**config.mk**
```make
export PLATFORM = sky130hd
export DESIGN_NAME = cqr_ctrl
export DESIGN_NICKNAME = d
export VERILOG_FILES = /design/src/rtl/cqr_pkg.sv /design/src/rtl/cqr_ctrl.sv
export SDC_FILE = /design/constraint.sdc
export NUM_CORES = 1
export LEC_CHECK = 0
export ABC_CLOCK_PERIOD_IN_PS = 1500
export BUFFER_PORTS_ARGS = -buffer_cell sky130_fd_sc_hd__buf_4
export CORE_AREA = 10 10 47 49
export CTS_CLUSTER_DIAMETER = 60
export DETAILED_ROUTE_END_ITERATION = 10
export DIE_AREA = 0 0 57 59
export RECOVER_POWER = 50
export SLEW_MARGIN = 20
export SYNTH_ARGS = -nofsm -noshare
export SYNTH_HDL_FRONTEND = slang
export SYNTH_SLANG_ARGS = --single-unit
```
**constraint.sdc**
```tcl
create_clock -name clk -period 1.5 [get_ports clk]
set_input_delay 0.3 -clock clk [delete_from_list [all_inputs] [get_ports clk]]
set_output_delay 0.3 -clock clk [all_outputs]
set_load 0.01 [all_outputs]
```
**src/rtl/cqr_pkg.sv**
```systemverilog
// cqr_pkg: command and status codes, field widths and the control/status
// structs shared by the circular queue controller, datapath and top level.
// No dependencies.
`default_nettype none

package cqr_pkg;

  localparam int VALUE_W  = 32;
  localparam int CMD_W    = 2;
  localparam int STATUS_W = 2;
  localparam int COUNT_W  = 3;

  // command codes
  localparam logic [CMD_W-1:0] CMD_ENQ     = 2'd0;
  localparam logic [CMD_W-1:0] CMD_DEQ     = 2'd1;
  localparam logic [CMD_W-1:0] CMD_PEEK    = 2'd2;
  localparam logic [CMD_W-1:0] CMD_REVERSE = 2'd3;

  // status codes
  localparam logic [STATUS_W-1:0] ST_OK    = 2'd0;
  localparam logic [STATUS_W-1:0] ST_FULL  = 2'd1;
  localparam logic [STATUS_W-1:0] ST_EMPTY = 2'd2;

  // front value reported for an empty queue
  localparam logic signed [VALUE_W-1:0] EMPTY_FRONT = 32'sd1;

  // controller to datapath
  typedef struct packed {
    logic load;      // item accepted this cycle
    logic rd_front;  // read the front slot
    logic rd_lo;     // read the low swap slot
    logic rd_hi;     // read the high swap slot
    logic wr_lo;     // write the high word into the low slot
    logic wr_hi;     // write the low word into the high slot, step pointers
    logic emit;      // load the result register
  } cqr_ctrl_t;

  // datapath to controller
  typedef struct packed {
    logic rev_loop;   // accepted item is a reverse with two or more entries
    logic swap_last;  // the current swap is the last one
    logic out_free;   // result register can take a new result
  } cqr_stat_t;

endpackage

`default_nettype wire

```
**src/rtl/cqr_ctrl.sv**
```systemverilog
// cqr_ctrl: sequencer for the circular queue; accepts items, steps the
// reverse swap loop and schedules the front read and the result.
// Depends on cqr_pkg.
`default_nettype none

module cqr_ctrl
  import cqr_pkg::*;
(
  input  wire logic      clk,
  input  wire logic      rst,
  input  wire logic      in_valid,
  output      logic      in_ready,
  input  wire cqr_stat_t st,
  output      cqr_ctrl_t cmd
);

  localparam logic [2:0] S_IDLE     = 3'd0;
  localparam logic [2:0] S_FRONT_RD = 3'd1;
  localparam logic [2:0] S_EMIT     = 3'd2;
  localparam logic [2:0] S_RD_LO    = 3'd3;
  localparam logic [2:0] S_RD_HI    = 3'd4;
  localparam logic [2:0] S_WR_LO    = 3'd5;
  localparam logic [2:0] S_WR_HI    = 3'd6;

  logic [2:0] state;
  logic [2:0] state_next;

  assign in_ready = (state == S_IDLE);

  always_comb begin
    state_next   = state;
    cmd          = '0;
    case (state)
      S_IDLE: begin
        if (in_valid) begin
          cmd.load   = 1'b1;
          state_next = st.rev_loop ? S_RD_LO : S_FRONT_RD;
        end
      end
      S_FRONT_RD: begin
        cmd.rd_front = 1'b1;
        state_next   = S_EMIT;
      end
      S_EMIT: begin
        if (st.out_free) begin
          cmd.emit   = 1'b1;
          state_next = S_IDLE;
        end
      end
      S_RD_LO: begin
        cmd.rd_lo  = 1'b1;
        state_next = S_RD_HI;
      end
      S_RD_HI: begin
        cmd.rd_hi  = 1'b1;
        state_next = S_WR_LO;
      end
      S_WR_LO: begin
        cmd.wr_lo  = 1'b1;
        state_next = S_WR_HI;
      end
      S_WR_HI: begin
        cmd.wr_hi  = 1'b1;
        state_next = st.swap_last ? S_FRONT_RD : S_RD_LO;
      end
      default: begin
        state_next = S_IDLE;
      end
    endcase
  end

  always_ff @(posedge clk) begin
    if (rst) begin
      state <= S_IDLE;
    end else begin
      state <= state_next;
    end
  end

  // a result is only written into a free result register
  a_emit_free: assert property (@(posedge clk) disable iff (rst)
    cmd.emit |-> st.out_free)
    else $error("result loaded while result register busy");

  // the front read is always followed by the result stage
  a_front_then_emit: assert property (@(posedge clk) disable iff (rst)
    cmd.rd_front |=> (state == S_EMIT))
    else $error("front read not followed by result stage");

endmodule

`default_nettype wire

```
Word level (Yosys, flattened, before mapping)
Index checks and enable logic that the tools add are counted.
{ "op_classes": {"muxes": 14, "eq_ne": 8, "reduce_logical": 2} }
{ "ops": {"columns": ["operator", "n"], "rows": [
  ["$pmux 3 s7", 1],
  ["$eq 3x3->1 const B", 3],
  ["$mux 1", 9],
  ["$eq 3x2->1 const B", 2],
  ["$mux 3", 2],
  ["$mux 2", 2],
  ["$ne 2x2->1 const B", 2],
  ["$eq 3x1->1 const B", 1],
  ["$logic_not 3->1", 1],
  ["$reduce_and 2->1", 1]
]} }
{ "word_totals": {"output_inout_bits": 8, "input_bits": 6, "word_cells": 25, "ff_bits": 3} }

Depth between registers and ports, before layout
Gate-level depths: netlist of run 1.
{ "depth": {"depth_word": 3, "mapped_depth": 3, "mapped_depth_nobuf": 2} }

Worst setup path before layout of run 1
OpenSTA, ideal clock, no wires.
{ "synth_timing": {"kind": "reg2out", "from": "register state[0]", "to": "output port cmd[5] in the netlist's numbering", "setup_slack_ns": 0.279, "n_path_buf": 1, "required_time_ns": 1.200, "path_stages_with_launch": 3, "arrival_ns": 0.921, "cell_sequence": "dfxtp_1 -> clkbuf_1 -> nor3b_1"} }
{ "synth_lines": {"columns": ["item", "line", "source"], "rows": [
  ["from (decl)", "cqr_ctrl.sv:25", "logic [2:0] state;"],
  ["from (signal assigned)", "cqr_ctrl.sv:76", "state <= state_next;"],
  ["to (decl)", "cqr_ctrl.sv:14", "output cqr_ctrl_t cmd"]
]} }

==> results of run 1 <==
logic make-up after synthesis:
logic type	share of synthesized area (%)
compound gates	14.8
buf+inv	10.4
flops	26.4
simple gates	48.3
worst max-delay path: stages, from the launching register on:
cell and delay, ps:
dfxtp_2 410, nor2b_1 190, and2_1 140, buf_4 110
stage by stage:
step	instance area, um^2	hold slack, ps
after global placement	325	491
after floorplan	228	363
after detailed placement	325	483
final	344	230
after global routing	344	235
after CTS	353	230
worst min path at each step:
stage,start,end,slack (ps),depth (start not counted)
after floorplan,rst,state[1],360,1
after global placement,rst,state[1],490,2
after detailed placement,rst,state[1],480,2
after CTS,rst,state[1],230,2
after global routing,rst,state[1],230,2
final,rst,state[1],230,2
metal layers:
layer  share of wire, %  up-vias  wire length (um)
li1                   -      118                 -
met1                 44      103               312
met2                 38       13               269
met3                7.5        4                53
met4                 10        0                71
met5                  0        -                 0
cells in the final DEF, fill, tap and decap left out:
cell / n
nor3b_1: 2
clkbuf_4: 3
or4b_4: 1
or4bb_1: 2
inv_1: 1
o21ba_2: 1
nand2_1: 1
nor3_1: 4
nor2b_1: 1
clkbuf_1: 2
a41oi_1: 1
nand2b_1: 2
and3b_2: 1
buf_4: 12
dfxtp_2: 3
and2_1: 1
a211oi_1: 1
timing repair:
action	in CTS	in global routing
hold buffers	0	0
setup endpoints to repair	1	4
gates resized for setup	1	2
power by group through the flow:
stage | logic [W] | clock network (W) | registers (W)
detailed placement | 0.0000668 | 0 | 0.000102
CTS | 0.0000673 | 0.000152 | 0.000101
floorplan | 0.0000460 | 0 | 0.0000895
finish | 0.0000628 | 0.000148 | 0.000103
global route | 0.0000700 | 0.000155 | 0.000104
global placement | 0.0000668 | 0 | 0.000102
final cells by class:
cell class,instances,area [um^2],area share [%]
multi-input cells,18,136,39.6
well taps,16,20.0,5.82
flip-flops and latches,3,63.8,18.5
repair buffers,13,93.8,27.3
clock buffers,4,26.3,7.64
inverters,1,3.75,1.09
==> metrics.txt, run 1 <==
logic gate share of total power=about a fifth; total CTS buffers=3; Util after Layout=24.6%; worst-case reg-to-reg path depth=2; critical path data required time=1200 ps; post-DP HPWL=507 um; share of cells above drive strength 1=53.8%; Max FO, Critical Path=10; clock skew=3.12 ps; post-route ant nets=0; dominant synthesized flop cell=dfxtp_1; Final Critical Period=1390 ps; root buffer cell=clkbuf_4; internal power=~0.00023 W; most frequent cell after synthesis=nor3_1; largest net degree at the start of global routing=13; max-cap violation count=0; CTS tree=yes; Longest Clk Path Bufs=2; total track usage=4.57%; Core ar.=1400 um^2; Tightest Hold Check Type=in2reg; fillers=160; total chip power=about 0.00031 W; Post-synth EDFFs=0; worst slew pin tran=190 ps; Non-Filler Instances=55; pre-CTS setup slack=~250 ps; setup total negative slack=0 ps; die height=59 um; first-pass GRT wire length=1.05 mm; Yosys top cell by area=dfxtp_1; Nets=46; Synth top area share=26.4%; mean post-synth cell area=9.11 um^2; initial antenna violation count=0; placed cell count=51; peak supply drop=0.341 mV; FP Rows=14; Final Hold Fails=0; IO Port Bufs=13; static leakage=0.145 nW; Post-Route WL=706 um; met1 usage=4.12%; post-synthesis sequential area ratio=26.4%; Tcrit/Tclk final=92.4%; max reg flops=3; Setup crit end kind=output port; CTS HTree Levels=1; M2 GR Usage=roughly 5%; chip width=around 57 um; status=complete, no violations; Worst-Skew Late Latency=240 ps; Critical Path Start Type=flop; antenna fix cells=0; top flop regs=state (3); FMAX=721 MHz; GPL Wtd Cong=about 0.69; DRC marker count from the first detailed-route iteration=3; GRT busiest layer=met4; RSZ-0062 raised after global routing=no; CTS sink cnt=3; routed length per instance=12.8 um; Sw Share=27.6%; Post-synth top cells=nor3_1 (4), dfxtp_1 (3), nand2b_1 (2), nor3b_1 (2), or4bb_1 (2); CP Class=reg2out; number of distinct library cells after synthesis=17; clock transition at the registers of the reported paths=40 ps; Arrival @ worst endpoint=1090 ps; power per cell area=about 910 nW/um^2; Sequential Power Share=32.7%; Slew Limit Fails=0; Mapped Cells=25; Clock Power Share=47.3%; Post-CTS Setup Bufs=0; I/O Pins=14; Starting Density=16.2%; Avg Vias per Cell=4.33; Global Route met3 Usage=1.72%; Synth warnings=0; via count=238; Netlist Area Pre-Place=between 200 and 250 um^2; RR Startpoint=state[0]; crit path from=state[2]; drc violations=0; Setup-failing EPs final=0; area grow syn2layout=51.1%; Synth area leaders=dfxtp_1 (26%), or4bb_1 (9.9%), nor3_1 (8.8%), a41oi_2 (7.1%), nor3b_1 (6.6%); Critical Path End=cmd[2]; reg2reg setup slack=approximately 300 ps; final worst slack=114 ps; vias in the first global route=248; die area=around 3400 um^2; 1st-pass router iterations=4; Reg with most FFs=state; Yosys reg bits=3; GRT Residual Overflow=0; RR Endpoint=state[1]; Post-synth ARST share=0%; P_sw=0.0000866 W; Post-Syn Nets=31; Slew HR=a little under 90%
Note: power is estimated with default switching activity, not from simulation.
==> run 2: changes to the inputs <==
CORE_AREA = 2 2 39 41   (was 10 10 47 49)
DIE_AREA = 0 0 41 43   (was 0 0 57 59)
PLACE_DENSITY = 0.48   (was not set)
SKIP_CTS_REPAIR_TIMING = 1   (was not set)
==> run 2 against run 1 <==
Global-route usage increased by 2.5 points. Final cell count unchanged. Via count decreased by 5.0%. Die area decreased by 48%. Critical path type unchanged. Highest routed layer is now met3.
==> metrics.txt, run 2 (synthesized netlist as in run 1, its figures left out) <==
setup total negative slack=0 ps (unchanged); total CTS buffers=3 (unchanged); placed cell count=51 (unchanged); post-route ant nets=0 (unchanged); RR Endpoint=state[1]; GRT Residual Overflow=0 (unchanged); internal power=0.000226 W (-0.20%); largest net degree at the start of global routing=13 (unchanged); GPL Wtd Cong=0.641 (-7.2%); crit path from=state[2]; chip width=41 um (-28%); Reg with most FFs=state; worst slew pin tran=176 ps (-13.7 ps); IO Port Bufs=13 (unchanged); FP Rows=14 (unchanged); root buffer cell=clkbuf_4; Longest Clk Path Bufs=2 (unchanged); FMAX=734 MHz (+1.8%); worst-case reg-to-reg path depth=2 (unchanged); Setup crit end kind=output port; Core ar.=1380 um^2 (-1.2%); top flop regs=state (3); post-DP HPWL=375 um (-26%); status=complete, no violations; peak supply drop=0.422 mV (+24%); drc violations=0 (unchanged); I/O Pins=14 (unchanged); clock skew=0.0630 ps (-3.06 ps); static leakage=0.145 nW (unchanged); P_sw=0.0000783 W (-9.5%); Avg Vias per Cell=4.11 (-5.0%); Final Hold Fails=0 (unchanged); CP Class=reg2out; logic gate share of total power=20.2% (+0.2 points); fillers=156 (-2.5%); vias in the first global route=216 (-13%); via count=226 (-5.0%); CTS sink cnt=3 (unchanged); max reg flops=3 (unchanged); power per cell area=886 nW/um^2 (-2.8%); Worst-Skew Late Latency=230 ps (about the same); Slew Limit Fails=0 (unchanged); Tightest Hold Check Type=in2reg; max-cap violation count=0 (unchanged); Sequential Power Share=33.6% (+0.9 points); Arrival @ worst endpoint=1060 ps (-30 ps); first-pass GRT wire length=834 um (-20%); Max FO, Critical Path=10 (unchanged); die area=1760 um^2 (-48%); area grow syn2layout=51.1% (unchanged); Clock Power Share=46.3% (-1.0 points); RR Startpoint=state[0]; total track usage=7.11% (+2.5 points); Slew HR=88.1% (+0.82 points); Post-Route WL=539 um (-24%); Critical Path End=cmd[2]; initial antenna violation count=0 (unchanged); Setup-failing EPs final=0 (unchanged); clock transition at the registers of the reported paths=40 ps (about the same); most common cell after layout, fill and taps aside=buf_4; RSZ-0062 raised after global routing=no; critical path data required time=1200 ps (about the same); Critical Path Start Type=flop; Sw Share=25.7% (-1.9 points); die height=43 um (-27%); Tcrit/Tclk final=90.8% (-1.6 points); Non-Filler Instances=55 (unchanged); Final Critical Period=1360 ps (-24.3 ps); routed length per instance=9.80 um (-24%); Nets=46 (unchanged); Starting Density=16.5% (+0.21 points); share of cells above drive strength 1=53.8% (unchanged); CTS tree=yes; antenna fix cells=0 (unchanged); reg2reg setup slack=310 ps (about the same); commonest non-fill, non-tap cells in the layout=buf_4 (12), nor3_1 (4), clkbuf_4 (3), dfxtp_2 (3); DRC marker count from the first detailed-route iteration=0 (-3); CTS HTree Levels=1 (unchanged); 1st-pass router iterations=1 (-3)
==> run 2: area by class of cell <==
type	count	area [um^2]	share of cell area [%]
Sequential cell	3	63.8	18.5
Inverter	1	3.75	1.09
Tap cell	16	20.0	5.82
Timing Repair Buffer	13	93.8	27.3
Multi-Input combinational cell	18	136	39.6
Clock buffer	4	26.3	7.64
==> run 2: power groups by stage <==
stage                     clock, W  sequential, W  combinational, W
after floorplan                  0      0.0000895         0.0000460
after global placement           0       0.000102         0.0000663
after detailed placement         0       0.000102         0.0000647
after CTS                 0.000149       0.000101         0.0000650
after global routing      0.000150       0.000105         0.0000682
final                     0.000141       0.000102         0.0000615
==> run 2: worst max-delay path, cell delays in order, from the launching register on <==
cell     delay, ps
dfxtp_2        400
nor2b_1        180
and2_1         140
buf_4          110
==> run 2: stage by stage <==
stage	worst slack (ps)	hold slack [ps]	util, %	total power (W)	instance area, um^2
floorplan	279	363	-	0.000136	228
global placement	238	487	23.5	0.000168	325
detailed placement	240	486	23.5	0.000167	325
CTS	17.8	239	25.4	0.000315	352
global route	39.6	252	24.9	0.000324	344
finish	138	243	24.9	0.000305	344
==> run 2: layer usage <==
| metal | GRT usage (%) | vias to the layer above | wire length, um |
|---|---|---|---|
| li1 | - | 118 | - |
| met1 | 7.67 | 97 | 226 |
| met2 | 10.6 | 11 | 244 |
| met5 | 0 | - | 0 |
| met3 | 2.09 | 0 | 68 |
| met4 | 6.00 | 0 | 0 |
==> run 2: how the worst min path moves through the flow <==
stage                     startpoint  endpoint  slack [ps]  depth (start not counted)
after floorplan                  rst  state[1]         360                          1
after global placement           rst  state[1]         490                          2
after detailed placement         rst  state[1]         490                          2
after CTS                        rst  state[1]         240                          2
after global routing             rst  state[0]         250                          2
final                            rst  state[1]         240                          2
==> run 3: changes to the inputs <==
ABC_AREA = 1   (was not set)
PLACE_DENSITY = 0.46   (was 0.48)
==> run 3 against run 2 <==
Setup slack worse by 38 ps. Via count up 21%. Synthesized cell count up 48%. Combinational power rose to 3.0 times the previous value. Sequential share of layout area down 1.4 points. Routed wire length up 3.7%. Global-route usage up 1.4 points. Count of clock-buffer cells in the layout unchanged. Clock power about the same. Non-clock buffer count unchanged. Critical endpoint is now cmd[0]. Largest cell class unchanged.
==> metrics.txt, run 3 <==
status=complete, no violations; CTS HTree Levels=1 (unchanged); vias in the first global route=262 (+21%); DRC marker count from the first detailed-route iteration=2 (+2); share of cells above drive strength 1=42.6% (-11 points); Slew Limit Fails=0 (unchanged); largest net degree at the start of global routing=7 (-6); worst slew pin tran=201 ps (+24.5 ps); Tightest Hold Check Type=in2reg; Final Hold Fails=0 (unchanged); Starting Density=15.3% (-1.2 points); Synth top area share=28.4% (+2.0 points); setup total negative slack=0 ps (unchanged); Reg with most FFs=state; root buffer cell=clkbuf_4; reg2reg setup slack=540 ps (+230 ps); FP Rows=14 (unchanged); max reg flops=3 (unchanged); RR Startpoint=state[2]; WHS Endpoint=state[2]; CTS tree=yes; crit-path max cell delay=360 ps (-40 ps); first-pass GRT wire length=972 um (+17%); Post-synth top cells=inv_1 (8), nor2_1 (7), nand2_1 (6); static leakage=0.201 nW (+39%); critical path's slowest cell=dfxtp_2; Arrival @ worst endpoint=1100 ps (+40 ps); hold path depth=2 (unchanged); Slew HR=86.6% (-1.6 points); Tcrit/Tclk final=93.3% (+2.5 points); most frequent cell after synthesis=inv_1; Post-synth EDFFs=0 (unchanged); antenna fix cells=0 (unchanged); critical path depth=5 (+2); CP Cell Sequence=inv_2 > nor2_2 > inv_2 > nor3_1 > buf_4; number of distinct library cells after synthesis=11 (-6); dominant synthesized flop cell=dfxtp_1; hold path startpoint=rst; Nets=61 (+33%); Sw Share=37.4% (+12 points); Sequential Power Share=26.5% (-7.1 points); power per cell area=1250 nW/um^2 (+41%); 1st-pass router iterations=2 (+1); clock transition at the registers of the reported paths=40 ps (about the same); RR Endpoint=state[1]; Max FO, Critical Path=4 (-6); FMAX=715 MHz (-2.7%); most common cell after layout, fill and taps aside=buf_4; GPL Wtd Cong=0.755 (+18%); total CTS buffers=3 (unchanged); post-DP HPWL=464 um (+24%); Synth area leaders=dfxtp_1 (28%), inv_1 (14%), nor2_1 (12%), nand2_1 (11%), nor2_2 (8.9%); clock skew=4.62 ps (+4.56 ps); Yosys reg bits=3 (unchanged); Final Critical Period=1400 ps (+37.6 ps); Avg Vias per Cell=3.90 (-5.1%); P_sw=0.000167 W (+110%); worst-case reg-to-reg path depth=5 (+3); internal power=0.000280 W (+24%); critical path data required time=1200 ps (about the same); Clock Power Share=32.0% (-14 points); Critical Path Start Type=flop; Yosys top cell by area=dfxtp_1; Netlist Area Pre-Place=211 um^2 (-7.1%); Mapped Cells=37 (+48%); logic gate share of total power=41.5% (+21 points); max-cap violation count=0 (unchanged); routed length per instance=7.99 um (-19%); WP buf/inv=3 (+2); Longest Clk Path Bufs=2 (unchanged); die height=43 um (unchanged); Synth warnings=0 (unchanged); top flop regs=state (3); final worst slack=101 ps (-37.6 ps); commonest non-fill, non-tap cells in the layout=buf_4 (13), inv_1 (8), nor2_1 (7); area grow syn2layout=68.6%; RSZ-0062 raised after global routing=no; chip width=41 um (unchanged); Worst-Skew Late Latency=230 ps (about the same); die area=1760 um^2 (unchanged); Setup crit end kind=output port; Post-synth ARST share=0% (unchanged); via count=273 (+21%); Hold Slack=226 ps (-16.5 ps); Post-Route WL=559 um (+3.7%); mean post-synth cell area=5.71 um^2 (-37%); peak supply drop=0.322 mV (-24%); Top delay family on crit path=flip-flops; post-route ant nets=0 (unchanged); pre-CTS setup slack=299 ps (+58.9 ps); total track usage=8.53% (+1.4 points); GRT Residual Overflow=0 (unchanged); Post-Syn Nets=43 (+39%); Setup-failing EPs final=0 (unchanged); most used cell, CP=inv_2; CTS sink cnt=3 (unchanged); initial antenna violation count=0 (unchanged); CP Class=reg2out; Util after Layout=25.8% (+0.90 points); drc violations=0 (unchanged); I/O Pins=14 (unchanged); IO Port Bufs=13 (unchanged); post-synthesis sequential area ratio=28.4% (+2.0 points); Core ar.=1380 um^2 (unchanged)
run 3: cell types whose count changed after synthesis, sizes merged, moves of 2 or more:
cell    change
inv         +9
buf         -2
nor2       +10
nand2       +5
nand2b      -2
nand3       +4
nor3        -2
or4bb       -2
nor3b       -2
run 3: final cells by class:
cell class                 instances  area [um^2]
clock buffer                       4         26.3
fill                             170         1030
inverter                          10         37.5
multi-input combinational         24          114
sequential                         3         61.3
tap                               16         20.0
timing repair buffer              13         97.6
run 3: logic make-up after synthesis:
family,count (synthesis),share of synthesized area [%]
simple gates,23,51.5
buf+inv,10,17.8
flops,3,28.4
compound gates,1,2.36
run 3: power by group through the flow:
stage	Combinational (W)	Clock [W]	Sequential (W)
2_1_floorplan	0.000113	0	0.000113
3_3_place_gp	0.000185	0	0.000117
3_5_place_dp	0.000185	0	0.000117
4_1_cts	0.000186	0.000152	0.000116
5_1_grt	0.000212	0.000155	0.000120
6_report	0.000185	0.000143	0.000118
run 3: worst register-to-register path, cell delays in order (launching register included):
cell and delay [ps]:
dfxtp_1 410, inv_1 130, nand3_1 100, nand3_1 80
nor2_1 90, nor2_1 40
run 3: worst max path at each step:
stage             start     end
2_1_floorplan  state[1]  cmd[0]
3_3_place_gp   state[1]  cmd[0]
3_5_place_dp   state[1]  cmd[0]
4_1_cts        state[1]  cmd[0]
5_1_grt        state[1]  cmd[0]
6_report       state[1]  cmd[0]
run 3: routing by layer:
layer,vias to the layer above,track usage [%],part of all wire (%)
li1,145,-,-
met1,117,9.62,45
met2,11,11.6,43
met3,0,1.57,12
met4,0,10.0,0
met5,-,0,0
run 3: through the flow:
| stage | area [um^2] | power [W] | std cells |
|---|---|---|---|
| detailed placement | 329 | 0.000303 | 66 |
| global route | 357 | 0.000488 | 70 |
| floorplan | 211 | 0.000226 | 37 |
| global placement | 329 | 0.000302 | 66 |
| finish | 357 | 0.000447 | 70 |
| CTS | 355 | 0.000454 | 70 |
