## config.mk

```make
export PLATFORM = sky130hd
export DESIGN_NAME = cqr_dp
export DESIGN_NICKNAME = d
export VERILOG_FILES = /design/src/rtl/cqr_pkg.sv /design/src/rtl/cqr_ram.sv /design/src/rtl/cqr_dp.sv
export SDC_FILE = /design/constraint.sdc
export NUM_CORES = 1
export LEC_CHECK = 0
export BUFFER_PORTS_ARGS = -buffer_cell sky130_fd_sc_hd__buf_2
export CAP_MARGIN = 20
export CORE_MARGIN = 5
export CORE_UTILIZATION = 57
export CTS_BUF_LIST = sky130_fd_sc_hd__clkbuf_4
export CTS_CLUSTER_SIZE = 28
export DETAILED_ROUTE_END_ITERATION = 7
export PLACE_DENSITY = 0.74
export SKIP_LAST_GASP = 1
export SLEW_MARGIN = 20
export SYNTH_ARGS = -nofsm -noshare
export SYNTH_HDL_FRONTEND = slang
export SYNTH_SLANG_ARGS = --single-unit
```

## constraint.sdc

```tcl
create_clock -name clk -period 3.8 [get_ports clk]
set_clock_uncertainty 0.1 [all_clocks]
set_input_delay 0.38 -clock clk [delete_from_list [all_inputs] [get_ports clk]]
set_output_delay 0.38 -clock clk [all_outputs]
set_load 0.02 [all_outputs]
```

## src/rtl/cqr_pkg.sv

```systemverilog
// cqr_pkg: command and status codes, field widths and the control/status
// structs shared by the circular queue controller, datapath and top level.
// No dependencies.
`default_nettype none

package cqr_pkg;

  localparam int VALUE_W  = 32;
  localparam int CMD_W    = 2;
  localparam int STATUS_W = 2;
  localparam int COUNT_W  = 3;

  // command codes
  localparam logic [CMD_W-1:0] CMD_ENQ     = 2'd0;
  localparam logic [CMD_W-1:0] CMD_DEQ     = 2'd1;
  localparam logic [CMD_W-1:0] CMD_PEEK    = 2'd2;
  localparam logic [CMD_W-1:0] CMD_REVERSE = 2'd3;

  // status codes
  localparam logic [STATUS_W-1:0] ST_OK    = 2'd0;
  localparam logic [STATUS_W-1:0] ST_FULL  = 2'd1;
  localparam logic [STATUS_W-1:0] ST_EMPTY = 2'd2;

  // front value reported for an empty queue
  localparam logic signed [VALUE_W-1:0] EMPTY_FRONT = 32'sd1;

  // controller to datapath
  typedef struct packed {
    logic load;      // item accepted this cycle
    logic rd_front;  // read the front slot
    logic rd_lo;     // read the low swap slot
    logic rd_hi;     // read the high swap slot
    logic wr_lo;     // write the high word into the low slot
    logic wr_hi;     // write the low word into the high slot, step pointers
    logic emit;      // load the result register
  } cqr_ctrl_t;

  // datapath to controller
  typedef struct packed {
    logic rev_loop;   // accepted item is a reverse with two or more entries
    logic swap_last;  // the current swap is the last one
    logic out_free;   // result register can take a new result
  } cqr_stat_t;

endpackage

`default_nettype wire

```

## src/rtl/cqr_ram.sv

```systemverilog
// cqr_ram: generic single write port, single read port RAM with a
// registered, enabled read. No dependencies.
`default_nettype none

module cqr_ram #(
  parameter int WIDTH = 32,
  parameter int DEPTH = 8
) (
  input  wire logic                     clk,
  input  wire logic                     we,
  input  wire logic [$clog2(DEPTH)-1:0] waddr,
  input  wire logic [WIDTH-1:0]         wdata,
  input  wire logic                     re,
  input  wire logic [$clog2(DEPTH)-1:0] raddr,
  output      logic [WIDTH-1:0]         rdata
);

  logic [WIDTH-1:0] mem [DEPTH];

  always_ff @(posedge clk) begin
    if (we) begin
      mem[waddr] <= wdata;
    end
    if (re) begin
      rdata <= mem[raddr];
    end
  end

endmodule

`default_nettype wire

```

## src/rtl/cqr_dp.sv

```systemverilog
// cqr_dp: queue datapath; head/tail indices, swap pointers, storage RAM
// and the result register. Depends on cqr_pkg and cqr_ram.
`default_nettype none

module cqr_dp
  import cqr_pkg::*;
#(
  parameter int DEPTH = 8
) (
  input  wire logic                      clk,
  input  wire logic                      rst,
  input  wire cqr_ctrl_t                 cmd,
  output      cqr_stat_t                 st,
  input  wire logic [CMD_W-1:0]          command,
  input  wire logic signed [VALUE_W-1:0] value,
  output      logic                      out_valid,
  input  wire logic                      out_ready,
  output      logic signed [VALUE_W-1:0] front_value,
  output      logic [STATUS_W-1:0]       status,
  output      logic [COUNT_W-1:0]        count
);

  localparam int AW = $clog2(DEPTH);
  localparam int CW = AW + 1;

  function automatic logic [AW-1:0] ring_next(input logic [AW-1:0] i);
    return (i == AW'(DEPTH - 1)) ? '0 : i + AW'(1);
  endfunction

  function automatic logic [AW-1:0] ring_prev(input logic [AW-1:0] i);
    return (i == '0) ? AW'(DEPTH - 1) : i - AW'(1);
  endfunction

  logic [AW-1:0]       head;
  logic [AW-1:0]       tail;
  logic [AW-1:0]       lo;
  logic [AW-1:0]       hi;
  logic [AW-1:0]       swaps;
  logic [STATUS_W-1:0] status_q;
  logic [VALUE_W-1:0]  tmp;

  logic [CW-1:0]       cnt;
  logic                empty;
  logic                full;
  logic [AW-1:0]       tail_inc;
  logic [AW-1:0]       head_inc;

  logic                ram_we;
  logic [AW-1:0]       ram_waddr;
  logic [VALUE_W-1:0]  ram_wdata;
  logic                ram_re;
  logic [AW-1:0]       ram_raddr;
  logic [VALUE_W-1:0]  ram_rdata;

  assign tail_inc = ring_next(tail);
  assign head_inc = ring_next(head);
  assign empty    = (head == tail);
  assign full     = (tail_inc == head);
  assign cnt      = (tail >= head) ? CW'(tail) - CW'(head)
                                   : CW'(tail) + CW'(DEPTH) - CW'(head);

  assign st.rev_loop  = (command == CMD_REVERSE) && (cnt >= CW'(2));
  assign st.swap_last = (swaps == AW'(1));
  assign st.out_free  = !out_valid || out_ready;

  // storage port steering
  always_comb begin
    ram_we    = 1'b0;
    ram_waddr = tail_inc;
    ram_wdata = value;
    if (cmd.load && (command == CMD_ENQ) && !full) begin
      ram_we = 1'b1;
    end else if (cmd.wr_lo) begin
      ram_we    = 1'b1;
      ram_waddr = lo;
      ram_wdata = ram_rdata;
    end else if (cmd.wr_hi) begin
      ram_we    = 1'b1;
      ram_waddr = hi;
      ram_wdata = tmp;
    end
  end

  assign ram_re    = cmd.rd_front || cmd.rd_lo || cmd.rd_hi;
  assign ram_raddr = cmd.rd_front ? head_inc : (cmd.rd_lo ? lo : hi);

  cqr_ram #(
    .WIDTH (VALUE_W),
    .DEPTH (DEPTH)
  ) u_ram (
    .clk   (clk),
    .we    (ram_we),
    .waddr (ram_waddr),
    .wdata (ram_wdata),
    .re    (ram_re),
    .raddr (ram_raddr),
    .rdata (ram_rdata)
  );

  // indices
  always_ff @(posedge clk) begin
    if (rst) begin
      head <= '0;
      tail <= '0;
    end else if (cmd.load) begin
      case (command)
        CMD_ENQ: begin
          if (!full) begin
            tail <= tail_inc;
          end
        end
        CMD_DEQ: begin
          if (!empty) begin
            if (head_inc == tail) begin
              head <= '0;
              tail <= '0;
            end else begin
              head <= head_inc;
            end
          end
        end
        default: begin
        end
      endcase
    end
  end

  // swap pointers and held status
  always_ff @(posedge clk) begin
    if (cmd.load) begin
      lo    <= head_inc;
      hi    <= tail;
      swaps <= AW'(cnt >> 1);
      case (command)
        CMD_ENQ:  status_q <= full ? ST_FULL : ST_OK;
        CMD_DEQ:  status_q <= empty ? ST_EMPTY : ST_OK;
        CMD_PEEK: status_q <= empty ? ST_EMPTY : ST_OK;
        default:  status_q <= ST_OK;
      endcase
    end else if (cmd.wr_hi) begin
      lo    <= ring_next(lo);
      hi    <= ring_prev(hi);
      swaps <= swaps - AW'(1);
    end
    if (cmd.rd_hi) begin
      tmp <= ram_rdata;
    end
  end

  // result register
  always_ff @(posedge clk) begin
    if (rst) begin
      out_valid <= 1'b0;
    end else if (cmd.emit) begin
      out_valid <= 1'b1;
    end else if (out_ready) begin
      out_valid <= 1'b0;
    end
  end

  always_ff @(posedge clk) begin
    if (cmd.emit) begin
      front_value <= empty ? EMPTY_FRONT : ram_rdata;
      status      <= status_q;
      count       <= COUNT_W'(cnt);
    end
  end

  a_cnt_range: assert property (@(posedge clk) disable iff (rst)
    cnt < CW'(DEPTH))
    else $error("entry count out of range");

  a_empty_at_zero: assert property (@(posedge clk) disable iff (rst)
    empty |-> (head == '0))
    else $error("empty queue with nonzero head");

  a_swap_ptrs: assert property (@(posedge clk) disable iff (rst)
    cmd.rd_lo |-> (lo != hi))
    else $error("swap pointers met");

  a_emit_valid: assert property (@(posedge clk) disable iff (rst)
    cmd.emit |=> out_valid)
    else $error("result not presented after load");

endmodule

`default_nettype wire

```

== Word-level counts from Yosys, hierarchy flattened ==
Memories as Yosys holds them, arrays and structs flattened. A register that Yosys moved wholly into a read port is not among the register bits.
Cells that the tools add are included.

* Output and inout port bits: 41
* Register bits: 87
* Memories: 1
* Input port bits: 44
* Memory bits (writable): 256
* Word-level logic and storage cells: 86

* $lt $le $gt $ge: 2
* Mux-type cells: 34
* Eq/ne operators: 13
* Reduce and logical (&&, ||, !) cells: 16
* Bitwise gates (word level): 1
* Add/subtract/negate cells: 8

{| class="wikitable"
|+ Memory list
! name !! depth !! width !! rd ports !! clocked after memory_dff !! write ports !! RTL line !! source
|-
| u_ram.mem || 8 || 32 || 1 || 1 || 1 || cqr_ram.sv:18 || <nowiki>logic [WIDTH-1:0] mem [DEPTH];</nowiki>
|}

{| class="wikitable"
|+ Operator list
! operator !! count
|-
| 32-bit two-way mux || 3
|-
| 3-bit two-way mux || 19
|-
| 3-bit by 1-bit adder with 3-bit output, second input constant || 3
|-
| 3-bit equality test || 3
|-
| 3-bit equality test, second input constant || 3
|-
| 1-bit two-way mux || 8
|-
| 2-bit != test, second input constant || 3
|-
| 3-bit case mux with 2 select lines || 1
|-
| 2-bit nonzero test || 3
|-
| 3-bit by 1-bit subtractor with 3-bit output, second input constant || 2
|-
| 5-bit AND reduction || 1
|-
| 3-bit by 4-bit adder with 4-bit output, second input constant || 1
|-
| 2-bit equality test, second input constant || 2
|-
| 4-bit by 2-bit >= comparator with 1-bit output, second input constant || 1
|-
| 4-bit two-way mux || 1
|-
| 2-bit case mux with 2 select lines || 1
|-
| 3-bit by 3-bit subtractor with 4-bit output || 1
|-
| 4-bit by 3-bit subtractor with 4-bit output || 1
|-
| 3-bit by 1-bit equality test with 1-bit output, second input constant || 1
|-
| 3-bit >= comparator || 1
|-
| 1-bit logical AND || 3
|-
| 3-bit logical NOT || 1
|-
| 1-bit logical OR || 3
|-
| 3-bit AND reduction || 1
|-
| other kinds (6) || 7
|}

== Logic depth before layout (Yosys ltp) ==
Gate-level depths: netlist (run 1).

* Depth after elaboration: 8
* Mapped depth: 9
* Gate-level depth less buffers: 8

== Hierarchy ==
From an unflattened synthesis (run 1), not the netlist that was laid out.

* Cells, all modules: 802
* Area total of the unflattened synthesis: 15,133.3 um^2

{| class="wikitable"
|+ By module, submodules not included
! module !! cells each !! times used !! area an instance (um^2)
|-
| cqr_ram || 415 || 1 || 10,786.6
|-
| cqr_dp || 387 || 1 || 4,346.7
|}

== Least setup slack after synthesis (run 1) ==
Ideal clock, no wire load.

* Path type: flip-flop to flip-flop
* Start: register tail[0]
* End: memory u_ram.mem[2][0] (enable)
* Required time: 3.279 ns
* Clock period less this slack: 3.772 ns
* Setup slack: 0.028 ns
* Arrival time: 3.252 ns
* Buffers on the path: 1
* Cell stages (with the launch flop): 9
* Setup time: 0.421 ns
* Cell sequence: dfxtp_1 > ha_1 > ha_1 > xor2_1 > o41a_1 > buf_2 > o221ai_1 > nand2b_1 > nor2_1

* Longest elaborated chain between the ends: 8

{| class="wikitable"
|+ RTL lines
! element !! RTL line !! source
|-
| start, declared || cqr_dp.sv:35 || <nowiki>logic [AW-1:0] tail;</nowiki>
|-
| start signal, assigned || cqr_dp.sv:109 || <nowiki>tail <= tail_inc;</nowiki>
|-
| 3-bit by 1-bit adder with 3-bit output / 3-bit equality test (equally long branches) || cqr_dp.sv:27 || <nowiki>return (i == AW'(DEPTH - 1)) ? '0 : i + AW'(1);</nowiki>
|-
| 3-bit two-way mux * || cqr_dp.sv:27 ||
|-
| 3-bit equality test || cqr_dp.sv:58 || <nowiki>assign full = (tail_inc == head);</nowiki>
|-
| 1-bit logical NOT || n/a ||
|-
| 1-bit logical AND || cqr_dp.sv:71 || <nowiki>if (cmd.load && (command == CMD_ENQ) && !full) begin</nowiki>
|-
| 1-bit two-way mux || cqr_dp.sv:71 ||
|-
| 1-bit two-way mux || cqr_ram.sv:21 || <nowiki>if (we) begin</nowiki>
|-
| 1-bit two-way mux (implied by the code) || cqr_ram.sv:22 || <nowiki>mem[waddr] <= wdata;</nowiki>
|-
| end, declared || cqr_ram.sv:18 ||
|}

Every way passes the cells marked *; elsewhere a longest branch is shown, timed or not.

== Final worst setup path (run 1) ==
* Start: register tail[0]
* End: memory u_ram.mem[5][2] (data pin)

* Longest elaborated chain between the ends: 6

{| class="wikitable"
|+ RTL lines
! element !! RTL line !! source
|-
| 3-bit by 1-bit adder with 3-bit output / 3-bit equality test (equally long branches) || cqr_dp.sv:27 ||
|-
| 3-bit two-way mux * || cqr_dp.sv:27 ||
|-
| 3-bit equality test * || cqr_dp.sv:58 ||
|-
| 1-bit logical NOT * || n/a ||
|-
| 1-bit logical AND * || cqr_dp.sv:71 ||
|-
| 32-bit two-way mux * || cqr_dp.sv:71 ||
|-
| via ram_wdata[2] || cqr_dp.sv:50 || <nowiki>logic [VALUE_W-1:0] ram_wdata;</nowiki>
|}

The timed path passes the listed nets; every way through them passes the cells marked *.

==> results of run 1 <==
[stage by stage]
step	hold slack, ps	instances	util (%)	area (um2)	setup slack, ps
2_1_floorplan	300.3	1098	-	15370	27.52
3_3_place_gp	305.2	1492	61.26	16370	396.6
5_1_grt	39.97	1658	65.67	17550	189.9
4_1_cts	23.96	1656	65.56	17520	314.9
3_5_place_dp	313.2	1493	61.36	16400	365.5
6_report	80.33	1658	65.67	17550	451.1
[power by group through the flow]
stage | Sequential, W | Clock [W] | Combinational (W)
after detailed placement | 0.00528 | 0 | 0.00111
after floorplan | 0.00526 | 0 | 0.000668
after global routing | 0.00522 | 0.00345 | 0.00123
final | 0.00520 | 0.00312 | 0.00112
after CTS | 0.00519 | 0.00319 | 0.00111
after global placement | 0.00527 | 0 | 0.00107
[layer usage]
layer / global-route usage (%) / share of wire [%]
met5: 0 / 0
met2: 36.95 / 48
met3: 6.046 / 8.6
met1: 29.57 / 41
met4: 8.083 / 1.9
[state kept, by name, summed over array words and instances, names as in the netlist]
signal       cells
tmp             32
out_valid        1
hi               3
status_q         2
status           2
tail             3
u_ram.rdata     32
head             3
front_value     32
lo               3
u_ram.mem      256
count            3
swaps            3
[kinds of logic (layout without fill, tap and decap cells)]
group	after synthesis	after routing	share of synthesized area [%]
multiplexers	10	10	0.6920
flip-flops	375	375	72.82
other	0	1	0
buffers and inverters	91	309	2.434
XOR/XNOR	6	6	0.3419
AO/OA/AOI/OAI	357	357	14.78
AND/OR/NAND/NOR	241	241	7.376
adder cells (fa/ha/maj)	18	18	1.563
[worst register-to-register path, delay by kind of cell, from the launching register on]
family,cells,cell delay [ps]
adders and majority gates,2,570
AOI/OAI and AO/OA,3,1270
DFF,1,380
buffers and inverters,1,500
xor gates and xnor gates,1,220
[final cells by class]
cell class / count / area [um2]
antenna: 1 / 2.502
clock buffer: 131 / 983.4
tap: 341 / 426.7
clock inverter: 30 / 118.9
timing repair buffer: 131 / 893.4
multi-input combinational: 632 / 3872
sequential: 375 / 11190
inverter: 17 / 63.81
fill: 1892 / 9174
[cells in the mapped netlist (2+ instances only)]
cell | number | area, um2
o21ai_1 | 6 | 30.03
and3_1 | 5 | 31.28
xor2_1 | 4 | 35.03
a31oi_1 | 32 | 200.2
nand2b_1 | 6 | 37.54
nand3_1 | 2 | 10.01
o22a_1 | 3 | 26.28
a21oi_1 | 135 | 675.7
inv_1 | 17 | 63.81
fa_1 | 2 | 40.04
buf_1 | 5 | 18.77
o21a_1 | 4 | 30.03
o22ai_1 | 2 | 12.51
xnor2_1 | 2 | 17.52
ha_1 | 16 | 200.2
nor3_1 | 2 | 10.01
clkbuf_1 | 43 | 161.4
a211oi_1 | 2 | 15.01
edfxtp_1 | 368 | 11050
nor2b_1 | 33 | 206.5
a21o_1 | 35 | 262.8
a22oi_1 | 66 | 495.5
buf_2 | 26 | 130.1
and2_1 | 32 | 200.2
mux2i_1 | 5 | 50.05
nor2_1 | 15 | 56.30
mux2_2 | 4 | 45.04
dfxtp_1 | 7 | 140.1
a221oi_1 | 32 | 280.3
o21ai_0 | 34 | 170.2
or3_1 | 3 | 18.77
nand2_1 | 135 | 506.7
[path summary, 6_finish.rpt]
kind | startpoint | to | slack, ps
setup reg to reg | tail[0] | u_ram.mem[5][2] | 450
hold / removal | value[4] | u_ram.mem[0][4] | 80
setup / recovery | tail[0] | u_ram.mem[5][2] | 450
hold reg to reg | status_q[0] | status[0] | 330
==> impl_results.md, run 1 <==
- Row Count: 60
- Io pins: 85
- P&R area growth vs syn: 14.21%
- Worst slew margin: 27.91%
- Critical Path End Type: flip-flop
- Initial DRT Pass Iterations: 5
- Clk root buf: clkbuf_4
- Die width: 174.2 um
- Tot Pwr: 0.009433 W
- CP required: 4060 ps
- Sw Ratio: 25.67%
- Slowest stage delay, CP: 740 ps
- First-pass GRT wire length: 54.19 mm
- Max Clk Rate: 0.2986 GHz
- Max Buffers Root-to-Sink: 3
- Pint: 0.007011 W
- Die area: 0.03035 mm2
- Fin. Hold Viols: 0
- Final Setup Violations: 0
- Comb power frac: 11.9%
- FFs w/ async S/R, synth: 0%
- Final estimated routing congestion in global placement: 0.8169
- Seq/Total Area, Yosys: 72.82%
- Syn. warnings: 0
- WS Path Type: flip-flop to flip-flop
- Peak VDD IR: 0.0002032 V
- Vias: 10032
- Clock Sinks: 375
- Tcrit/Tclk final: 88.13%
- Commonest non-fill, non-tap cell in the layout: edfxtp_1
- TritonCTS clock tree: built
- Starting Density: 57.50%
- Status: complete, no violations
- Clk pwr share: 33.1%
- CP cell instances: ha_1, ha_1, xor2_1, o41ai_4, buf_4, a31oi_1, o21ai_0
- Drt via density: 6.051
- Unrepaired setup endpoints after global routing: false
- Vias in the first global route: 10184
- Yosys cell types: 47
- CP max FO: 33
- Most frequent cells in the layout: edfxtp_1, nand2_1, a21oi_1, clkbuf_4, buf_2
- Slew at the pin closest to its max-slew limit: 1077 ps
- Seq pwr share: 55.1%
- PortBufs: 84
- Post-CTS Resized: 0
- Crit path time final: 3349 ps
- Dominant synthesized flop cell: edfxtp_1
- Synth Register Bits: 375
- CTS Hold Bufs: 2
- Fin Setup TNS: 0 ps
- DP HPWL: 20.23 mm
- CP top delay family: compound AO/OA/AOI/OAI gates
- Max cap viols: 0
- Mapped Nets: 1160
- DRC errors left: 0
- WP buf/inv: 1
- Hold path depth: 4
- Worst min path class: input port to flip-flop
- CORE AREA: 0.02673 mm2
- Num CTS Buffers: 93
- Critical path startpoint category: flip-flop
- Iter 0 DRT Violations: 903
- Worst r2r path cells: 7
- Final ANT Viol Nets: 0
- Htree depth: 3
- Reg clk slew, reported paths: 70 ps
- Clk Latency, worst-skew pair: 700 ps
- Pin count of the biggest net entering global routing: 79
- Die Y: 174.2 um
- Crit path top cell by count: ha_1
- Pwr Density: 537.4 mW/mm2
- Post-synth EDFFs: 368
- Total congestion overflow: 0
- P_sw: 0.002422 W
- Crit path depth: 7
- Nets: 1312
- GRT Util Overall: 22.63%
- Total wire length: 34.82 mm
- DR WL/cell: 21.00 um
- Share of post-route cells with drive strength above 1: 21.35%
- Synthesized area per cell: 14.00 um2
- Slew Viols, Final: 0
- Leak Pwr: 6.639 nW
- Post-CTS Setup Bufs: 0
- CP max-delay cell: o21ai_0
- Initial antenna violation count: 1
- Post-Synthesis Cells: 1098
- Critical Path AT: 3610 ps
- Mapped Area: 0.01537 mm2
Power figures use the tool's default switching activity.
==> inputs of run 2 (changes only) <==
CTS_BUF_LIST = sky130_fd_sc_hd__clkbuf_8   (was sky130_fd_sc_hd__clkbuf_4)
==> run 2 against run 1 <==
  * Power shrank 1.8%
  * Fmax grew 0.62%
  * Final cell count shrank 3.5%
  * Hold slack gained 98 ps
  * Clock power shrank 5%
  * Via count shrank 3.3%
  * Combinational power is essentially flat
  * Setup slack gained 21 ps
  * Flip-flop and latch count is the same
  * Die area is the same
  * Sequential power is essentially flat
  * Design area shrank 0.47%
  * Critical path type unchanged
  * Critical endpoint is now u_ram.mem[3][11]
  * Largest cell class unchanged
  * Largest power group unchanged
  * Highest routed layer unchanged
==> impl_results.md, run 2 (same netlist as run 1, synthesis figures left out) <==
- Status: complete, no violations (unchanged)
- Initial antenna violation count: 0 (was 1)
- Post-Place Cell Area: 0.01640 mm2 (unchanged)
- Row Count: 60 (unchanged)
- Die area: 0.03035 mm2 (unchanged)
- Clk Latency, worst-skew pair: 600 ps (was 700 ps)
- Peak VDD IR: 0.0002606 V (was 0.0002032 V)
- Setup WS post-layout: 471.7 ps (was 451.1 ps)
- Leak Pwr: 6.562 nW (was 6.639 nW)
- WS Path Type: flip-flop to flip-flop (unchanged)
- Reg clk slew, reported paths: 60 ps (was 70 ps)
- Worst r2r path cells: 8 (was 7)
- Iter 0 DRT Violations: 1073 (was 903)
- Post-Layout Cell Count: 1600 (was 1658)
- Final ANT Viol Nets: 0 (unchanged)
- PortBufs: 84 (unchanged)
- CORE AREA: 0.02673 mm2 (unchanged)
- Die width: 174.2 um (unchanged)
- Final Setup Violations: 0 (unchanged)
- Slew Viols, Final: 0 (unchanged)
- DP HPWL: 20.23 mm (unchanged)
- Nets: 1278 (was 1312)
- Crit path depth: 8 (was 7)
- Slew at the pin closest to its max-slew limit: 1091 ps (was 1077 ps)
- P&R area growth vs syn: 13.67% (was 14.21%)
- Comb power frac: 12.1% (was 11.9%)
- WP buf/inv: 1 (unchanged)
- Hold path depth: 4 (unchanged)
- CP required: 3990 ps (was 4060 ps)
- DRC errors left: 0 (unchanged)
- Fin Setup TNS: 0 ps (unchanged)
- Starting Density: 57.50% (unchanged)
- Final Util: 65.37% (was 65.67%)
- Post-CTS Setup Bufs: 0 (unchanged)
- Pwr Density: 530.3 mW/mm2 (was 537.4 mW/mm2)
- Worst slew margin: 26.96% (was 27.91%)
- Initial DRT Pass Iterations: 5 (unchanged)
- Pint: 0.006882 W (was 0.007011 W)
- Total wire length: 34.28 mm (was 34.82 mm)
- Die Y: 174.2 um (unchanged)
- Drt via density: 6.061 (was 6.051)
- Htree depth: 2 (was 3)
- CP max-delay cell: nor2_4 (was o21ai_0)
- Top reg by flops: u_ram.mem (unchanged)
- Crit path time final: 3328 ps (was 3349 ps)
- Sw Ratio: 25.71% (was 25.67%)
- Max cap viols: 0 (unchanged)
- Most frequent cells in the layout: edfxtp_1, nand2_1, a21oi_1, buf_2, a22oi_1 (was edfxtp_1, nand2_1, a21oi_1, clkbuf_4, buf_2)
- Antenna Cells: 0 (was 1)
- Unrepaired setup endpoints after global routing: false (unchanged)
- Seq pwr share: 56.1% (was 55.1%)
- CP top delay family: simple AND/OR/NAND/NOR gates (was compound AO/OA/AOI/OAI gates)
- Crit path top cell by count: ha_1 (unchanged)
- Cell area after layout: 0.01747 mm2 (was 0.01755 mm2)
- Max Buffers Root-to-Sink: 3 (unchanged)
- P_sw: 0.002381 W (was 0.002422 W)
- Critical Path End Type: flip-flop (unchanged)
- GRT Util Overall: 22.19% (was 22.63%)
- Critical path startpoint category: flip-flop (unchanged)
- Placed Instances: 1493 (unchanged)
- Dpl ws: 365.5 ps (unchanged)
- Vias: 9697 (was 10032)
- Clk root buf: clkbuf_8 (was clkbuf_4)
- Fin. Hold Viols: 0 (unchanged)
- Pin count of the biggest net entering global routing: 79 (unchanged)
- Max Clk Rate: 0.3005 GHz (was 0.2986 GHz)
- TritonCTS clock tree: built (unchanged)
- Clk pwr share: 31.8% (was 33.1%)
- Tcrit/Tclk final: 87.59% (was 88.13%)
- Final estimated routing congestion in global placement: 0.8169 (unchanged)
- Slowest stage delay, CP: 600 ps (was 740 ps)
- Num CTS Buffers: 59 (was 93)
- Total congestion overflow: 0 (unchanged)
- Share of post-route cells with drive strength above 1: 17.39% (was 21.35%)
- CP max FO: 19 (was 33)
- Commonest non-fill, non-tap cell in the layout: edfxtp_1 (unchanged)
- Number of filler cells placed in the layout: 1875 (was 1892)
- DR WL/cell: 21.42 um (was 21.00 um)
- First-pass GRT wire length: 53.17 mm (was 54.19 mm)
- Worst min path class: input port to flip-flop (unchanged)
- Clock Sinks: 375 (unchanged)
- Vias in the first global route: 9774 (was 10184)
- Critical Path AT: 3520 ps (was 3610 ps)
- Max FFs per register: 256 (unchanged)
- CP cell instances: ha_1, ha_1, xor2_1, o41a_1, o221ai_1, nand2b_1, nor2_4, buf_16 (was ha_1, ha_1, xor2_1, o41ai_4, buf_4, a31oi_1, o21ai_0)
- Io pins: 85 (unchanged)
==> run 2: cell types whose count changed in the layout (fill, tap and decap cells not counted) <==
cell / before / now
inv_1: 17 / 33
clkinv_8: 0 / 1
clkbuf_4: 131 / 0
clkinv_1: 25 / 14
clkinv_2: 2 / 10
inv_6: 0 / 1
clkbuf_8: 0 / 59
inv_2: 2 / 0
diode_2: 1 / 0
clkinvlp_4: 1 / 3
==> run 2: repair_timing <==
action / CTS / global route
hold buffers: 2 / 0
hold endpoints to repair: 7 / 0
resized for setup: 0 / 0
==> run 2: metrics by stage <==
stage               hold WS (ps)  power, W
global placement           305.2  0.006336
global route               162.4  0.009672
floorplan                  300.3  0.005924
CTS                        130.3  0.009316
detailed placement         313.2  0.006384
finish                     178.4  0.009263
==> run 2: path summary, 6_finish.rpt <==
check | startpoint | end | slack (ps)
worst max register to register | tail[0] | u_ram.mem[3][11] | 470
worst max-delay path | tail[0] | u_ram.mem[3][11] | 470
worst min-delay path | value[4] | u_ram.mem[0][4] | 180
worst min register to register | status_q[0] | status[0] | 330
==> run 2: tightest hold or removal path, delay by kind of cell <==
family | cells | cell delay (ps)
buffers and inverters | 2 | 240
AO/OA/AOI/OAI | 2 | 140
==> run 2: layout make-up <==
type / instances / area (um2) / share of cell area (%)
clock buffer: 59 / 812.0 / 4.648
clock inverter: 45 / 210.2 / 1.203
inverter: 17 / 63.81 / 0.3653
multi-input combinational: 632 / 3872 / 22.17
sequential: 375 / 11190 / 64.06
tap: 341 / 426.7 / 2.442
timing repair buffer: 131 / 893.4 / 5.114
==> run 2: per-layer routing <==
| metal | up-vias | part of all wire [%] | GRT usage, % |
|---|---|---|---|
| li1 | 4444 | - | - |
| met1 | 4833 | 42 | 29.77 |
| met2 | 363 | 49 | 36.84 |
| met3 | 57 | 7.0 | 4.741 |
| met4 | 0 | 1.9 | 6.763 |
| met5 | - | 0 | 0 |
==> run 2: power by group through the flow <==
stage / clock, W / sequential [W] / combinational (W)
final: 0.00295 / 0.00520 / 0.00112
after global routing: 0.00323 / 0.00522 / 0.00123
after CTS: 0.00301 / 0.00520 / 0.00111
after detailed placement: 0 / 0.00528 / 0.00111
after global placement: 0 / 0.00527 / 0.00107
after floorplan: 0 / 0.00526 / 0.000668
==> inputs of run 3 (changes only) <==
ABC_AREA = 1   (was unset)
==> run 3 against run 2 <==
  * Hold slack lost 57 ps
  * Via count rose by 9.2%
  * Utilization down 0.77 points
  * Critical path depth rose by 2
  * Clock-buffer cell count shrank 2
  * Register-to-register slack got worse by 180 ps
  * Area after synthesis up 4.8%
  * Non-clock buffer count fell by 23
  * Sequential share of layout area is 1.9 points lower
  * Critical endpoint is now u_ram.mem[4][12]
  * Highest routed layer unchanged
==> impl_results.md, run 3 <==
- Multiplexer area fraction after synthesis: 0% (was 0.6920%)
- Most frequent cells in the layout: nand2_1, edfxtp_1, inv_1, buf_2, nand3_1 (was edfxtp_1, nand2_1, a21oi_1, buf_2, a22oi_1)
- Combinational family with the most area after synthesis: simple AND/OR/NAND/NOR gates (was compound AO/OA/AOI/OAI gates)
- FF-to-FF Start: tail[0] (unchanged)
- Synth top cells by count: nand2_1, edfxtp_1, inv_1 (was edfxtp_1, a21oi_1, nand2_1)
- Final ANT Viol Nets: 0 (unchanged)
- Slew Viols, Final: 0 (unchanged)
- Status: complete, no violations (unchanged)
- Synth Register Bits: 375 (unchanged)
- Peak VDD IR: 0.0002361 V (was 0.0002606 V)
- Hold_sp: cmd[6] (was value[4])
- Critical path startpoint category: flip-flop (unchanged)
- Post-synthesis xor/xnor area fraction: 0.1088% (was 0.3419%)
- CP max-delay cell: nor2_4 (unchanged)
- Crit path time final: 3510 ps (was 3328 ps)
- FFs w/ async S/R, synth: 0% (unchanged)
- Most frequent cell after synthesis: nand2_1 (was edfxtp_1)
- Worst min path class: input port to flip-flop (unchanged)
- Vias: 10593 (was 9697)
- CP required: 3900 ps (was 3990 ps)
- Final Setup Violations: 0 (unchanged)
- Mapped Area: 0.01611 mm2 (was 0.01537 mm2)
- Die width: 178.1 um (was 174.2 um)
- Post-synth EDFFs: 368 (unchanged)
- Max Buffers Root-to-Sink: 3 (unchanged)
- Leak Pwr: 7.861 nW (was 6.562 nW)
- Tcrit/Tclk final: 92.37% (was 87.59%)
- CORE AREA: 0.02786 mm2 (was 0.02673 mm2)
- CP cell instances: ha_1, ha_1, inv_1, nand2_1, nand2_1, nor2_1, nand2_1, nand2_2, o211ai_1, nor2_4 (was ha_1, ha_1, xor2_1, o41a_1, o221ai_1, nand2b_1, nor2_4, buf_16)
- DRC errors left: 0 (unchanged)
- TritonCTS clock tree: built (unchanged)
- Clock Sinks: 375 (unchanged)
- P&R area growth vs syn: 11.72% (was 13.67%)
- Htree depth: 2 (unchanged)
- Crit path from: tail[0] (unchanged)
- Antenna Cells: 0 (unchanged)
- Initial DRT Pass Iterations: 5 (unchanged)
- Simple-Gate Fraction of Synth Area: 15.04% (was 7.376%)
- Dominant synthesized flop cell: edfxtp_1 (unchanged)
- Total wire length: 34.69 mm (was 34.28 mm)
- Cell taking the most area after synthesis: edfxtp_1 (unchanged)
- First-pass GRT wire length: 54.57 mm (was 53.17 mm)
- Max Clk Rate: 0.2849 GHz (was 0.3005 GHz)
- Post-CTS Resized: 0 (unchanged)
- Post-Synthesis Cells: 1469 (was 1098)
- Critical Path End Type: flip-flop (unchanged)
- Syn. warnings: 0 (unchanged)
- Reg clk slew, reported paths: 70 ps (was 60 ps)
- Max FFs per register: 256 (unchanged)
- Clk root buf: clkbuf_8 (unchanged)
- Die Y: 178.1 um (was 174.2 um)
- Synth Area in Compound Gates: 5.927% (was 14.78%)
- Nets: 1631 (was 1278)
- Die area: 0.03172 mm2 (was 0.03035 mm2)
- Clk Latency, worst-skew pair: 590 ps (was 600 ps)
- Top-area cell type share of the netlist area: 68.61% (was 71.90%)
- Worst slew margin: 28.82% (was 26.96%)
- Commonest non-fill, non-tap cell in the layout: nand2_1 (was edfxtp_1)
- Post-CTS Setup Bufs: 0 (unchanged)
- Num CTS Buffers: 56 (was 59)
- Number of filler cells placed in the layout: 2113 (was 1875)
- Row Count: 61 (was 60)
- Crit path top cell by count: nand2_1 (was ha_1)
- Slowest stage delay, CP: 950 ps (was 600 ps)
- WS Path Type: flip-flop to flip-flop (unchanged)
- Final Util: 64.59% (was 65.37%)
- Mapped Nets: 1531 (was 1160)
- Unrepaired setup endpoints after global routing: false (unchanged)
- Fin Setup TNS: 0 ps (unchanged)
- CP max FO: 32 (was 19)
- Share of post-route cells with drive strength above 1: 11.93% (was 17.39%)
- Final estimated routing congestion in global placement: 0.8765 (was 0.8169)
- Seq/Total Area, Yosys: 69.48% (was 72.82%)
- GRT Util Overall: 21.97% (was 22.19%)
- Starting Density: 57.82% (was 57.50%)
- Critical Path AT: 3610 ps (was 3520 ps)
- Initial antenna violation count: 0 (unchanged)
- Post-synthesis adder-cell area fraction: 1.491% (was 1.563%)
- Pin count of the biggest net entering global routing: 129 (was 79)
- Drt via density: 5.331 (was 6.061)
- Synthesized area per cell: 10.96 um2 (was 14.00 um2)
- Io pins: 85 (unchanged)
- Pwr Density: 531.5 mW/mm2 (was 530.3 mW/mm2)
- Yosys cell types: 32 (was 47)
- Fin. Hold Viols: 0 (unchanged)
- Total congestion overflow: 0 (unchanged)
- Iter 0 DRT Violations: 1015 (was 1073)
- PortBufs: 84 (unchanged)
- Area contributors post-synth: edfxtp_1, nand2_1, inv_1 (was edfxtp_1, a21oi_1, nand2_1)
- Max cap viols: 0 (unchanged)
- Slew at the pin closest to its max-slew limit: 1065 ps (was 1091 ps)
- DP HPWL: 19.82 mm (was 20.23 mm)
- Vias in the first global route: 10521 (was 9774)
- DR WL/cell: 17.46 um (was 21.42 um)
- Top reg by flops: u_ram.mem (unchanged)
## run 3: cell count changes in the layout (fill, tap and decap cells not counted), moves of 25 or more
cell | before | now
nand2_1 | 135 | 486
inv_1 | 33 | 242
a21oi_1 | 135 | 10
nand3_1 | 2 | 70
a21o_1 | 35 | 0
a22oi_1 | 66 | 31
nor2b_1 | 33 | 0
a221oi_1 | 32 | 0
a31oi_1 | 32 | 0
and2_1 | 32 | 0
nor2_1 | 11 | 43
o21ai_1 | 4 | 34
o22ai_1 | 2 | 32
buf_4 | 37 | 12
## run 3: where the power goes
| group | internal (W) | switching (W) |
|---|---|---|
| Sequential | 0.00513 | 0.000146 |
| Combinational | 0.000382 | 0.000908 |
| Clock | 0.00153 | 0.00147 |
## run 3: timing repair
action                     CTS  global route
setup endpoints to repair    0             0
hold buffers                 2             0
hold endpoints to repair     7             0
## run 3: layout make-up
| class | count | area, um2 | share of cell area (%) |
|---|---|---|---|
| flip-flops and latches | 375 | 11190 | 62.19 |
| multi-input cells | 798 | 3712 | 20.63 |
| inverters | 230 | 864.6 | 4.805 |
| clock buffers | 57 | 784.5 | 4.360 |
| repair buffers | 108 | 738.2 | 4.102 |
| well taps | 378 | 473.0 | 2.628 |
| clock inverters | 41 | 231.5 | 1.286 |
## run 3: worst paths after layout
kind	endpoint	cells past startpoint	slack [ps]
worst min-delay path	status_q[0]	1	120
worst max register to register	u_ram.mem[4][12]	10	290
worst min register to register	status[1]	0	320
worst max-delay path	u_ram.mem[4][12]	10	290
## run 3: metrics by stage
step / power (W) / instance area (um2) / hold WS, ps / cells / setup slack, ps
2_1_floorplan: 0.006190 / 16110 / 300.3 / 1469 / 280.9
3_3_place_gp: 0.006586 / 16930 / 301.0 / 1886 / 398.0
3_5_place_dp: 0.006644 / 16930 / 309.2 / 1886 / 269.3
4_1_cts: 0.009623 / 17970 / 84.27 / 1986 / 253.2
5_1_grt: 0.009996 / 17990 / 106.6 / 1987 / 71.96
6_report: 0.009564 / 17990 / 121.1 / 1987 / 289.9
## run 3: cells by family (layout without fill, tap and decap cells)
group	after synthesis	in the layout
AOI/OAI and AO/OA	162	162
xor gates and xnor gates	2	2
adders and majority gates	18	18
buffers and inverters	296	436
DFF	375	375
and+or+nand+nor	616	616
## run 3: worst max-delay path: cells and delay by family (launching register included)
| kind | cells | cell delay, ps |
|---|---|---|
| buffers and inverters | 1 | 80 |
| flip-flops | 1 | 360 |
| adder cells (fa/ha/maj) | 2 | 540 |
| AO/OA/AOI/OAI | 1 | 400 |
| AND/OR/NAND/NOR | 6 | 1630 |
## run 3: metal layers
metal,vias up,GRT usage [%],share of wire (%)
met4,0,6.607,1.7
met2,434,38.04,50
li1,5056,-,-
met1,5047,28.97,41
met5,-,0,0
met3,56,3.285,7.6
